===== src/zdle_pkg.sv =====
// ----------------------------------------------------------------------------
// zdle_pkg
// shared types, byte codes and crc helpers for the zdle frame encoder
// ----------------------------------------------------------------------------
`default_nettype none

package zdle_pkg;

    typedef enum logic [1:0] {
        ACT_PAYLOAD = 2'd0,
        ACT_CLOSE   = 2'd1,
        ACT_HEADER  = 2'd2,
        ACT_UNUSED  = 2'd3
    } action_t;

    localparam logic [7:0]  ESC_BYTE   = 8'h18;
    localparam logic [7:0]  PAD_BYTE   = 8'h2A;
    localparam logic [7:0]  BIN32_BYTE = 8'h41;
    localparam logic [7:0]  FLIP_MASK  = 8'h40;
    localparam logic [7:0]  NUL_BYTE   = 8'h00;
    localparam logic [31:0] CRC_POLY   = 32'hEDB88320;
    localparam logic [31:0] CRC_INIT   = 32'hFFFFFFFF;

    // position within the byte list of one request
    localparam int IDX_W = 4;
    localparam logic [IDX_W-1:0] LAST_IDX_PAYLOAD = 4'd0;
    localparam logic [IDX_W-1:0] LAST_IDX_CLOSE   = 4'd5;
    localparam logic [IDX_W-1:0] LAST_IDX_HEADER  = 4'd11;
    localparam logic [IDX_W-1:0] HDR_CRC_IDX      = 4'd8;

    // header body bytes covered by its own crc: type plus four data bytes
    localparam int FOLD_W = 3;
    localparam logic [FOLD_W-1:0] HDR_FOLD_LEN = 3'd5;

    typedef struct packed {
        logic        valid;
        action_t     kind;
        logic [7:0]  value_byte;
        logic [31:0] header_word;
        logic [31:0] crc;        // uncomplemented crc register
        logic        crc_ready;
    } job_t;

    function automatic logic [31:0] crc_fold8(input logic [31:0] crc_in,
                                              input logic [7:0]  data);
        logic [31:0] r;
        r = crc_in ^ {24'd0, data};
        for (int k = 0; k < 8; k++) begin
            if (r[0])
                r = (r >> 1) ^ CRC_POLY;
            else
                r = r >> 1;
        end
        return r;
    endfunction

    function automatic logic is_special(input logic [7:0] b);
        return (b == 8'h18) || (b == 8'h0D) || (b == 8'h0A) ||
               (b == 8'h11) || (b == 8'h13) || (b == 8'h2A);
    endfunction

endpackage

`default_nettype wire


===== src/zdle_escaped_crc32_frame_encoder.sv =====
// ----------------------------------------------------------------------------
// zdle_escaped_crc32_frame_encoder
// zmodem binary subpacket and header encoder with zdle escaping and crc-32
// ----------------------------------------------------------------------------
// One output byte leaves per cycle while the receiver is ready. A request
// occupies the encoder until it has produced all its bytes: 1-2 for a
// payload byte, 6-10 for a close, 12-21 for a binary header; an unused
// action code is taken and produces nothing. The next request is taken in
// the cycle the final byte of the current one enters the output register, so
// the output byte stream runs without gaps while both sides keep up. The
// running crc is updated as a payload or close request is taken; a header crc
// is folded one body byte a cycle while its leading bytes go out. The last
// byte of each request is flagged on tlast.
`default_nettype none

module zdle_escaped_crc32_frame_encoder (
    input  wire logic        clk,
    input  wire logic        rst_n,
    input  wire logic        s_axis_tvalid,
    output logic             s_axis_tready,
    input  wire logic [39:0] s_axis_tdata,   // value_byte [7:0], header_word [39:8]
    input  wire logic [1:0]  s_axis_tuser,   // action [1:0]
    output logic             m_axis_tvalid,
    input  wire logic        m_axis_tready,
    output logic [7:0]       m_axis_tdata,   // out_byte [7:0]
    output logic             m_axis_tlast
);

    zdle_pkg::job_t job;
    logic           job_done;

    zdle_input_stage u_input (
        .clk         (clk),
        .rst_n       (rst_n),
        .in_valid    (s_axis_tvalid),
        .in_ready    (s_axis_tready),
        .action      (s_axis_tuser),
        .value_byte  (s_axis_tdata[7:0]),
        .header_word (s_axis_tdata[39:8]),
        .job_done    (job_done),
        .job         (job)
    );

    zdle_emitter u_emitter (
        .clk       (clk),
        .rst_n     (rst_n),
        .job       (job),
        .job_done  (job_done),
        .out_valid (m_axis_tvalid),
        .out_ready (m_axis_tready),
        .out_byte  (m_axis_tdata),
        .out_last  (m_axis_tlast)
    );

endmodule

`default_nettype wire


===== src/zdle_input_stage.sv =====
// ----------------------------------------------------------------------------
// zdle_input_stage
// takes requests, keeps the running crc and holds the job being sent
// ----------------------------------------------------------------------------
`default_nettype none

module zdle_input_stage (
    input  wire logic              clk,
    input  wire logic              rst_n,
    input  wire logic              in_valid,
    output logic                   in_ready,
    input  wire logic [1:0]        action,
    input  wire logic [7:0]        value_byte,
    input  wire logic [31:0]       header_word,
    input  wire logic              job_done,
    output zdle_pkg::job_t         job
);

    logic                           job_valid_reg, job_valid_next;
    zdle_pkg::action_t              kind_reg, kind_next;
    logic [7:0]                     vb_reg, vb_next;
    logic [31:0]                    hw_reg, hw_next;
    logic [31:0]                    job_crc_reg, job_crc_next;
    logic [zdle_pkg::FOLD_W-1:0]    fold_cnt_reg, fold_cnt_next;
    logic [31:0]                    crc_acc_reg, crc_acc_next;
    logic [31:0]                    acc_fold;
    logic [7:0]                     hdr_body;
    logic                           accept;

    assign in_ready = !job_valid_reg || job_done;
    assign accept   = in_valid && in_ready;
    assign acc_fold = zdle_pkg::crc_fold8(crc_acc_reg, value_byte);

    // header crc is folded one body byte a cycle, well before its crc bytes go out
    always_comb
    begin
        case (fold_cnt_reg)
            3'd0:    hdr_body = vb_reg;
            3'd1:    hdr_body = hw_reg[7:0];
            3'd2:    hdr_body = hw_reg[15:8];
            3'd3:    hdr_body = hw_reg[23:16];
            3'd4:    hdr_body = hw_reg[31:24];
            default: hdr_body = zdle_pkg::NUL_BYTE;
        endcase
    end

    always_comb
    begin
        job_valid_next = job_valid_reg;
        kind_next      = kind_reg;
        vb_next        = vb_reg;
        hw_next        = hw_reg;
        job_crc_next   = job_crc_reg;
        fold_cnt_next  = fold_cnt_reg;
        crc_acc_next   = crc_acc_reg;

        if (job_done)
            job_valid_next = 1'b0;

        if (accept)
        begin
            kind_next = zdle_pkg::action_t'(action);
            vb_next   = value_byte;
            hw_next   = header_word;
            case (zdle_pkg::action_t'(action))
                zdle_pkg::ACT_PAYLOAD:
                begin
                    job_valid_next = 1'b1;
                    crc_acc_next   = acc_fold;
                    job_crc_next   = acc_fold;
                    fold_cnt_next  = zdle_pkg::HDR_FOLD_LEN;
                end
                zdle_pkg::ACT_CLOSE:
                begin
                    job_valid_next = 1'b1;
                    crc_acc_next   = zdle_pkg::CRC_INIT;
                    job_crc_next   = acc_fold;
                    fold_cnt_next  = zdle_pkg::HDR_FOLD_LEN;
                end
                zdle_pkg::ACT_HEADER:
                begin
                    job_valid_next = 1'b1;
                    job_crc_next   = zdle_pkg::CRC_INIT;
                    fold_cnt_next  = '0;
                end
                default:
                begin
                    // unused code: taken and dropped
                end
            endcase
        end
        else if (job_valid_reg && (fold_cnt_reg != zdle_pkg::HDR_FOLD_LEN))
        begin
            job_crc_next  = zdle_pkg::crc_fold8(job_crc_reg, hdr_body);
            fold_cnt_next = fold_cnt_reg + 1'b1;
        end
    end

    always_ff @(posedge clk or negedge rst_n)
    begin
        if (!rst_n)
        begin
            job_valid_reg <= 1'b0;
            fold_cnt_reg  <= zdle_pkg::HDR_FOLD_LEN;
            crc_acc_reg   <= zdle_pkg::CRC_INIT;
        end
        else
        begin
            job_valid_reg <= job_valid_next;
            fold_cnt_reg  <= fold_cnt_next;
            crc_acc_reg   <= crc_acc_next;
        end
    end

    always_ff @(posedge clk)
    begin
        kind_reg    <= kind_next;
        vb_reg      <= vb_next;
        hw_reg      <= hw_next;
        job_crc_reg <= job_crc_next;
    end

    always_comb
    begin
        job.valid       = job_valid_reg;
        job.kind        = kind_reg;
        job.value_byte  = vb_reg;
        job.header_word = hw_reg;
        job.crc         = job_crc_reg;
        job.crc_ready   = (fold_cnt_reg == zdle_pkg::HDR_FOLD_LEN);
    end

endmodule

`default_nettype wire


===== src/zdle_emitter.sv =====
// ----------------------------------------------------------------------------
// zdle_emitter
// walks the byte list of the current job, escapes and registers each byte
// ----------------------------------------------------------------------------
`default_nettype none

module zdle_emitter (
    input  wire logic              clk,
    input  wire logic              rst_n,
    input  wire zdle_pkg::job_t    job,
    output logic                   job_done,
    output logic                   out_valid,
    input  wire logic              out_ready,
    output logic [7:0]             out_byte,
    output logic                   out_last
);

    logic [zdle_pkg::IDX_W-1:0] idx_reg, idx_next;
    logic                       half_reg, half_next;
    logic                       out_valid_reg, out_valid_next;
    logic [7:0]                 out_byte_reg, out_byte_next;
    logic                       out_last_reg, out_last_next;
    logic [zdle_pkg::IDX_W-1:0] last_idx;
    logic [7:0]                 cur_byte;
    logic [31:0]                crc_c;
    logic                       esc_sp;
    logic                       esc_nul;
    logic                       need_esc;
    logic                       final_byte;
    logic                       step;

    assign crc_c = ~job.crc;
    assign step  = job.valid && (!out_valid_reg || out_ready);

    always_comb
    begin
        cur_byte = job.value_byte;
        esc_sp   = 1'b0;
        esc_nul  = 1'b0;
        last_idx = zdle_pkg::LAST_IDX_PAYLOAD;
        case (job.kind)
            zdle_pkg::ACT_PAYLOAD:
            begin
                esc_sp = 1'b1;
            end
            zdle_pkg::ACT_CLOSE:
            begin
                last_idx = zdle_pkg::LAST_IDX_CLOSE;
                esc_sp   = (idx_reg >= 4'd2);
                case (idx_reg)
                    4'd0:    cur_byte = zdle_pkg::ESC_BYTE;
                    4'd1:    cur_byte = job.value_byte;   // end marker goes raw
                    4'd2:    cur_byte = crc_c[31:24];
                    4'd3:    cur_byte = crc_c[23:16];
                    4'd4:    cur_byte = crc_c[15:8];
                    default: cur_byte = crc_c[7:0];
                endcase
            end
            zdle_pkg::ACT_HEADER:
            begin
                last_idx = zdle_pkg::LAST_IDX_HEADER;
                esc_sp   = (idx_reg >= 4'd3);
                // nul escaped in all header body bytes but the final crc byte
                esc_nul  = (idx_reg >= 4'd3) && (idx_reg != zdle_pkg::LAST_IDX_HEADER);
                case (idx_reg)
                    4'd0:    cur_byte = zdle_pkg::PAD_BYTE;
                    4'd1:    cur_byte = zdle_pkg::ESC_BYTE;
                    4'd2:    cur_byte = zdle_pkg::BIN32_BYTE;
                    4'd3:    cur_byte = job.value_byte;
                    4'd4:    cur_byte = job.header_word[7:0];
                    4'd5:    cur_byte = job.header_word[15:8];
                    4'd6:    cur_byte = job.header_word[23:16];
                    4'd7:    cur_byte = job.header_word[31:24];
                    4'd8:    cur_byte = crc_c[31:24];
                    4'd9:    cur_byte = crc_c[23:16];
                    4'd10:   cur_byte = crc_c[15:8];
                    default: cur_byte = crc_c[7:0];
                endcase
            end
            default:
            begin
                cur_byte = job.value_byte;
            end
        endcase
    end

    assign need_esc = (esc_sp && zdle_pkg::is_special(cur_byte)) ||
                      (esc_nul && (cur_byte == zdle_pkg::NUL_BYTE));

    always_comb
    begin
        idx_next       = idx_reg;
        half_next      = half_reg;
        out_valid_next = out_valid_reg;
        out_byte_next  = out_byte_reg;
        out_last_next  = out_last_reg;
        final_byte     = 1'b0;

        if (step)
        begin
            out_valid_next = 1'b1;
            if (need_esc && !half_reg)
            begin
                out_byte_next = zdle_pkg::ESC_BYTE;
                half_next     = 1'b1;
            end
            else
            begin
                out_byte_next = half_reg ? (cur_byte ^ zdle_pkg::FLIP_MASK) : cur_byte;
                half_next     = 1'b0;
                final_byte    = (idx_reg == last_idx);
                idx_next      = final_byte ? '0 : idx_reg + 1'b1;
            end
            out_last_next = final_byte;
        end
        else if (out_ready)
        begin
            out_valid_next = 1'b0;
        end
    end

    assign job_done = step && final_byte;

    always_ff @(posedge clk or negedge rst_n)
    begin
        if (!rst_n)
        begin
            idx_reg       <= '0;
            half_reg      <= 1'b0;
            out_valid_reg <= 1'b0;
        end
        else
        begin
            idx_reg       <= idx_next;
            half_reg      <= half_next;
            out_valid_reg <= out_valid_next;
        end
    end

    always_ff @(posedge clk)
    begin
        out_byte_reg <= out_byte_next;
        out_last_reg <= out_last_next;
    end

    assign out_valid = out_valid_reg;
    assign out_byte  = out_byte_reg;
    assign out_last  = out_last_reg;

    // the flipped half of an escape always belongs to a live job
    a_half_in_job: assert property (@(posedge clk) disable iff (!rst_n)
        half_reg |-> job.valid)
        else $error("escape pending without a job");

    a_idx_in_range: assert property (@(posedge clk) disable iff (!rst_n)
        job.valid |-> (idx_reg <= last_idx))
        else $error("byte index past end of job");

    a_hdr_crc_ready: assert property (@(posedge clk) disable iff (!rst_n)
        (job.valid && (job.kind == zdle_pkg::ACT_HEADER) &&
         (idx_reg >= zdle_pkg::HDR_CRC_IDX)) |-> job.crc_ready)
        else $error("header crc read before folding finished");

    a_done_marks_last: assert property (@(posedge clk) disable iff (!rst_n)
        job_done |=> (out_valid_reg && out_last_reg))
        else $error("job finished without a last byte");

endmodule

`default_nettype wire


===== config.mk =====
export PLATFORM = sky130hd
export DESIGN_NAME = zdle_escaped_crc32_frame_encoder
export DESIGN_NICKNAME = d
export VERILOG_FILES = /design/src/zdle_pkg.sv /design/src/zdle_escaped_crc32_frame_encoder.sv /design/src/zdle_input_stage.sv /design/src/zdle_emitter.sv
export SDC_FILE = /design/constraint.sdc
export NUM_CORES = 1
export LEC_CHECK = 0
export BUFFER_PORTS_ARGS = -buffer_cell sky130_fd_sc_hd__buf_2
export CAP_MARGIN = 5
export CELL_PAD_IN_SITES_DETAIL_PLACEMENT = 1
export CELL_PAD_IN_SITES_GLOBAL_PLACEMENT = 2
export CORE_UTILIZATION = 30
export CTS_BUF_LIST = sky130_fd_sc_hd__clkbuf_16
export DETAILED_ROUTE_END_ITERATION = 7
export PLACE_DENSITY = 0.59
export SYNTH_ARGS = -nofsm -noshare
export SYNTH_HDL_FRONTEND = slang
export SYNTH_SLANG_ARGS = --single-unit

===== constraint.sdc =====
create_clock -name clk -period 18.1 [get_ports clk]
set_input_delay 0.905 -clock clk [delete_from_list [all_inputs] [get_ports clk]]
set_output_delay 0.905 -clock clk [all_outputs]
set_load 0.02 [all_outputs]

==> results of run 1 <==
[cell type report]
class / count / area share
multi-input combinational: 554 / 0.450
tap: 335 / 0.0449
timing repair buffer: 69 / 0.0405
clock buffer: 21 / 0.0563
sequential: 125 / 0.384
inverter: 45 / 0.0181
clock inverter: 11 / 0.00657
[synthesized netlist by cell type, types with 13 or more instances]
library cell  instances  area [um2]
edfxtp_1             83        2490
mux2_1               13         146
a21oi_1              20         100
dfstp_2              34         893
nor2_1               38         143
ha_1                 13         163
mux2i_1              50         500
nand2b_1             23         144
a22oi_1              21         158
o21ai_0              19        95.1
xor2_1               43         377
inv_1                43         161
nand2_1              46         173
nor2b_1              33         206
nand3_1              13        65.1
xnor2_1             102         893
[kinds of logic after synthesis]
group	after synthesis	synth area share
AO/OA/AOI/OAI	140	0.131
XOR/XNOR	145	0.156
adder cells (fa/ha/maj)	13	0.0200
buffers and inverters	80	0.0441
flip-flops	125	0.441
multiplexers	69	0.0905
AND/OR/NAND/NOR	187	0.118
[layout by cell type, fill, tap and decap left out, drive strengths merged, types with 5 or more instances in the layout]
master / count
nand3: 13
ha: 13
xor2: 43
dfstp: 34
nand2: 47
o22ai: 6
a2bb2oi: 5
xnor2: 102
clkbuf: 21
a211oi: 11
buf: 69
o211ai: 6
edfxtp: 83
nand2b: 24
a222oi: 8
mux2: 19
o21ai: 21
nor2: 38
inv: 52
mux2i: 50
a22oi: 21
nor2b: 33
dfrtp: 8
a21oi: 21
a221oi: 8
and2: 6
nor3: 7
[through the flow]
step / instances / setup WS [ns] / utilization
after floorplan: 759 / 12.24 / -
after global placement: 1128 / 12.47 / 0.332
after detailed placement: 1128 / 12.22 / 0.332
after CTS: 1160 / 11.76 / 0.354
after global routing: 1160 / 11.32 / 0.354
final: 1160 / 11.80 / 0.354
[final timing paths]
check	cells after the start	slack, ns	from	endpoint
worst max register to register	12	12.08	u_emitter.idx_reg[1]	u_input.job_crc_reg[9]
min in group clk	2	0.47	u_input.crc_acc_reg[4]	u_input.crc_acc_reg[4]
worst max-delay path	12	11.80	u_emitter.idx_reg[1]	s_axis_tready
max in group asynchronous	2	17.07	rst_n	u_input.job_valid_reg
worst min-delay path	1	0.25	rst_n	u_emitter.half_reg
worst min register to register	2	0.47	u_input.crc_acc_reg[4]	u_input.crc_acc_reg[4]
[per-layer routing]
layer	global-route usage	part of all wire	up-vias
met3	0.0383	0.041	26
met5	0	0	-
met2	0.325	0.48	154
li1	-	-	2803
met4	0.0560	0.015	0
met1	0.272	0.47	3055
[worst max-delay path: cells and delay by family (launching register included)]
kind                       cells  cell delay, ns
and+or+nand+nor                4            0.84
AOI/OAI and AO/OA              5            2.42
adders and majority gates      1            0.82
DFF                            1            0.47
buffers and inverters          2            0.42
==> flow_summary_export.csv, run 1 <==
group,metric,value,unit
layout,register_area,0.00359,mm2
detailed_routing,first_pass_iters,5,
floorplanning,die-area,0.0278,mm2
timing,finalCritPeriodShare,0.348,
timing,hold_viol,0,
logic_synthesis,yosys_register_bits,125,
timing,fin_setup_tns,0,ns
floorplanning,die_h,167,um
logic_synthesis,syn_inst,759,
logic_synthesis,syn_area_per_cell,10.7,um2
layout,num_antenna_cells,0,
critical_path,required,17.19,ns
grt,grt_pass1_wl,41.2,mm
floorplanning,io_pins,57,
detailed_routing,drc,0,
detailed_routing,drtAntennaViolNets,0,
logic_synthesis,yosysWarningCount,0,
detailed_routing,wirelength,26.8,mm
layout,drive_above_1_share,0.187,
floorplanning,die_w,167,um
timing,worst_pin_slew,1.15,ns
cts,cts_resized,0,
floorplanning,initial_core_util,0.309,
grt,antenna_found_initial,0,
timing,skew,0.0143,ns
logic_synthesis,synth_fp_nets,818,
critical_path,end_kind,"output port",
detailed_routing,vias,6038,
floorplanning,rows,59,
cts,clk_latency,0.43,ns
timing,slew_headroom,0.232,
detailed_routing,first_iter_violations,420,
logic_synthesis,seq_area_frac_synth,0.441,
cts,cts_setup_buffers,0,
cts,cts-hold-fix-buffers,0,
critical_path,critPathArrivalTime,5.40,ns
timing,rsz0062_at_grt,"false",
detailed_routing,wl_per_cell,23.1,um
logic_synthesis,yosys_most_used_dff,"edfxtp_1",
logic_synthesis,synthArstFlopShare,0.336,
flow_run,maxCapViolations,0,
grt,grt_max_degree,75,
critical_path,crit_type,"register to output port",
timing,setup_viol,0,
critical_path,critPathMaxStageDelay,0.82,ns
grt,grt.overflow.total,0,
floorplanning,core_area,0.0264,mm2
cts,cts_buffer_depth,2,
critical_path,path_cells,"inv_1 > ha_1 > nor3_1 > a221o_1 > a211o_1 > a221oi_2 > or3_1 > nor3_1 > a311oi_2 > nor2_1 > o31ai_1 > buf_2",
timing,min_period,6.30,ns
logic_synthesis,synth_edf_count,83,
cts,cts_made_buffers,17,
grt,track_usage,0.201,
critical_path,crit_path_top_delay_cell,"ha_1",
layout,multi_input_area,0.00420,mm2
critical_path,cp_max_fo,22,
layout,fill_cells,2949,
critical_path,cpMostUsedCell,"nor3_1",
cts,clock-sinks,125,
timing,hold_ws,0.247,ns
critical_path,cp-start-kind,"register",
timing,fmax,159,MHz
logic_synthesis,synth.distinct_cells,72,
layout,final_area,0.00934,mm2
placed_design,hpwl,20.3,mm
placed_design,gp_congestion,0.848,
logic_synthesis,syn_area,0.00814,mm2
status,status,"completed",
hold_path,min_path_type,"input pin to asynchronous set/reset pin",
cts,clk_pin_slew,0.06,ns
grt,first_global_vias,6449,
layout,area_growth,14.7,%
layout,fin_nets,871,
placed_design,portBuffers,56,
cts,cts_htree_levels,4,
cts,root_buffer,"clkbuf_16",
timing,maxSlewViolCount,0,
cts,cts_tree,"done",
detailed_routing,vias_per_cell,5.21,
placed_design,placed_area,0.00875,mm2
Power of run 1 is left out: the tool's default activity adds up to more than one toggle a clock period on the data nets, which glitch-free logic cannot reach.
==> run 2, diff against run 1 <==
- ABC_AREA: not set -> 1
- PLACE_DENSITY: 0.59 -> 0.64
- clock period: 18.1 -> 6.1 ns (I/O delays scaled with it)
==> flow_summary_export.csv, run 2 <==
group,metric,value,unit
logic_synthesis,synth_compound_area_frac,0.0771,
critical_path,path_cells,"nor2_4 > o21ai_2 > nand2_1 > nor2_2 > nand2_2 > nand3_1 > nand2_1 > a21oi_1 > nand2_1 > nand2_1 > nand3_1 > nor2_1 > nand2_4 > nand3_4 > nand2_4 > nand2_4 > nand2_1 > nand2_1 > buf_4",
timing,maxSlewViolCount,0,
grt,grt_max_degree,67,
logic_synthesis,synthArstFlopShare,0.336,
logic_synthesis,syn_area,0.00859,mm2
logic_synthesis,yosys.area_share.xor_xnor,0.158,
cts,cts_tree,"done",
hold_path,min_path_type,"input pin to register",
cts,cts-hold-fix-buffers,1,
logic_synthesis,synth_adder_area_share,0.0189,
logic_synthesis,yosys_most_used_dff,"edfxtp_1",
grt,antenna_found_initial,0,
timing,slew_headroom,0.357,
detailed_routing,vias_per_cell,4.67,
logic_synthesis,yosys_register_bits,125,
cts,clock-sinks,125,
layout,fill_cells,3417,
critical_path,cp-start-kind,"register",
floorplanning,die_w,171,um
timing,fin_setup_tns,0,ns
logic_synthesis,synth_simple_gate_area_frac,0.249,
logic_synthesis,synth_edf_count,83,
layout,mostFrequentLayoutCell,"nand2_1",
cts,cts_htree_levels,4,
floorplanning,die-area,0.0293,mm2
critical_path,cp_max_fo,34,
critical_path,critPathTopFamily,"simple AND/OR/NAND/NOR gates",
layout,num_antenna_cells,0,
grt,grt.overflow.total,0,
cts,clk_latency,0.45,ns
grt,track_usage,0.220,
layout,layout.cells.non_filler,1478,
logic_synthesis,synth_commonest_cells,"220 x nand2_1, 137 x nor2_1, 112 x inv_1, 102 x xor2_1, 83 x edfxtp_1",
grt,first_global_vias,7404,
timing,hold_viol,0,
timing,hold_ws,0.0343,ns
critical_path,crit_type,"register to register",
logic_synthesis,synth.largest_area_cell,"edfxtp_1",
timing,worst_pin_slew,0.958,ns
logic_synthesis,syn_area_per_cell,8.26,um2
floorplanning,rows,61,
placed_design,dp.cells,1445,
logic_synthesis,post-synth-top-count-cell,"nand2_1",
grt,grt_pass1_wl,46.3,mm
timing,fmax,214,MHz
logic_synthesis,synthTopCellsByArea,"edfxtp_1 29%, dfstp_2 10%, xor2_1 10%, nand2_1 9.6%, nor2_1 6.0%",
floorplanning,die_h,171,um
floorplanning,io_pins,57,
layout,drive_above_1_share,0.172,
logic_synthesis,yosysWarningCount,0,
critical_path,critPathMaxStageDelay,0.96,ns
detailed_routing,wl_per_cell,20.3,um
detailed_routing,vias,6898,
cts,root_buffer,"clkbuf_16",
layout,utilization,0.350,
logic_synthesis,yosysTopAreaCellShare,0.290,
floorplanning,core_area,0.0280,mm2
detailed_routing,wirelength,30.0,mm
timing,skew,0.0187,ns
critical_path,crit_path_top_delay_cell,"dfrtp_1",
timing,rsz0062_at_grt,"false",
critical_path,cpMostUsedCell,"nand2_1",
cts,cts_resized,0,
floorplanning,initial_core_util,0.307,
cts,cts_setup_buffers,0,
layout,fin_nets,1146,
placed_design,hpwl,23.4,mm
critical_path,required,6.19,ns
status,status,"completed",
detailed_routing,first_pass_iters,6,
critical_path,critPathArrivalTime,4.75,ns
logic_synthesis,synth.distinct_cells,47,
layout,final_cell_mix,"220 x nand2_1, 137 x nor2_1, 113 x inv_1",
logic_synthesis,synth_top_family_by_area,"simple AND/OR/NAND/NOR gates",
timing,finalCritPeriodShare,0.765,
placed_design,portBuffers,56,
timing,min_period,4.66,ns
logic_synthesis,synth_fp_nets,1099,
logic_synthesis,seq_area_frac_synth,0.417,
cts,clk_pin_slew,0.07,ns
cts,cts_buffer_depth,2,
flow_run,maxCapViolations,0,
critical_path,end_kind,"register",
detailed_routing,drtAntennaViolNets,0,
detailed_routing,first_iter_violations,431,
timing,setup_viol,0,
layout,area_growth,14.1,%
logic_synthesis,syn_inst,1040,
detailed_routing,drc,0,
cts,cts_made_buffers,17,
critical_path,crit_buf_inv,1,
logic_synthesis,synthMuxAreaShare,0,
placed_design,gp_congestion,0.814,
## run 2: cell count changes in the layout (fill, tap and decap cells not counted), sizes merged, moves of 19 or more
cell    previous run  this run
a22oi             21         0
mux2              19         0
nand4              2        21
nand2             47       231
nand2b            24         0
nor2              38       145
nor2b             33         0
a21oi             21        40
inv               52       125
o21ai             21        53
mux2i             50         0
nand3             13        79
xor2              43       107
xnor2            102        41
## run 2: cell type report
class | count | area [um2] | share of cell area
multi-input combinational | 760 | 4320 | 0.441
sequential | 125 | 3590 | 0.366
tap | 378 | 473 | 0.0483
inverter | 119 | 452 | 0.0461
clock buffer | 17 | 425 | 0.0434
timing repair buffer | 64 | 355 | 0.0363
clock inverter | 15 | 186 | 0.0190
## run 2: metrics by stage
| stage | setup WS, ns | cell area, um2 |
|---|---|---|
| final | 1.44 | 9800 |
| after floorplan | 2.35 | 8590 |
| after detailed placement | 1.42 | 9180 |
| after global placement | 1.47 | 9180 |
| after CTS | 1.41 | 9800 |
| after global routing | 1.02 | 9800 |
## run 2: kinds of logic (layout without fill, tap and decap cells)
kind of cell	after synthesis	after routing
XOR/XNOR	148	148
adder cells (fa/ha/maj)	13	13
flip-flops	125	125
AO/OA/AOI/OAI	111	111
AND/OR/NAND/NOR	488	488
buffers and inverters	155	215
## run 2: path summary, 6_finish.rpt
check,from,endpoint,slack (ns),cells past startpoint
max,u_emitter.idx_reg[2],u_input.job_crc_reg[14],1.44,19
min,s_axis_tdata[19],u_input.hw_reg[11],0.03,1
max reg2reg,u_emitter.idx_reg[2],u_input.job_crc_reg[14],1.44,19
min reg2reg,u_input.crc_acc_reg[21],u_input.crc_acc_reg[21],0.47,2
max in group asynchronous,rst_n,u_input.fold_cnt_reg[1],5.15,3
min in group asynchronous,rst_n,u_emitter.idx_reg[2],0.48,3
## run 2: worst reg2reg max path: stages (launching register included)
cell and delay [ns]:
dfrtp_1 0.96, nor2_4 0.30, o21ai_2 0.25, nand2_1 0.11, nor2_2 0.40, nand2_2 0.21, nand3_1 0.18, nand2_1 0.08
a21oi_1 0.23, nand2_1 0.08, nand2_1 0.06, nand3_1 0.07, nor2_1 0.18, nand2_4 0.11, nand3_4 0.15, nand2_4 0.10
nand2_4 0.18, nand2_1 0.14, nand2_1 0.08, buf_4 0.41
## run 2: layer usage
layer  vias to the layer above  GRT usage  wire, um
met5                         -          0         0
met4                         0     0.0734       533
met3                        24     0.0412      1080
met2                        99      0.361     14100
met1                      3343      0.291     14300
li1                       3432          -         -
Power of run 2 is left out for the same reason.
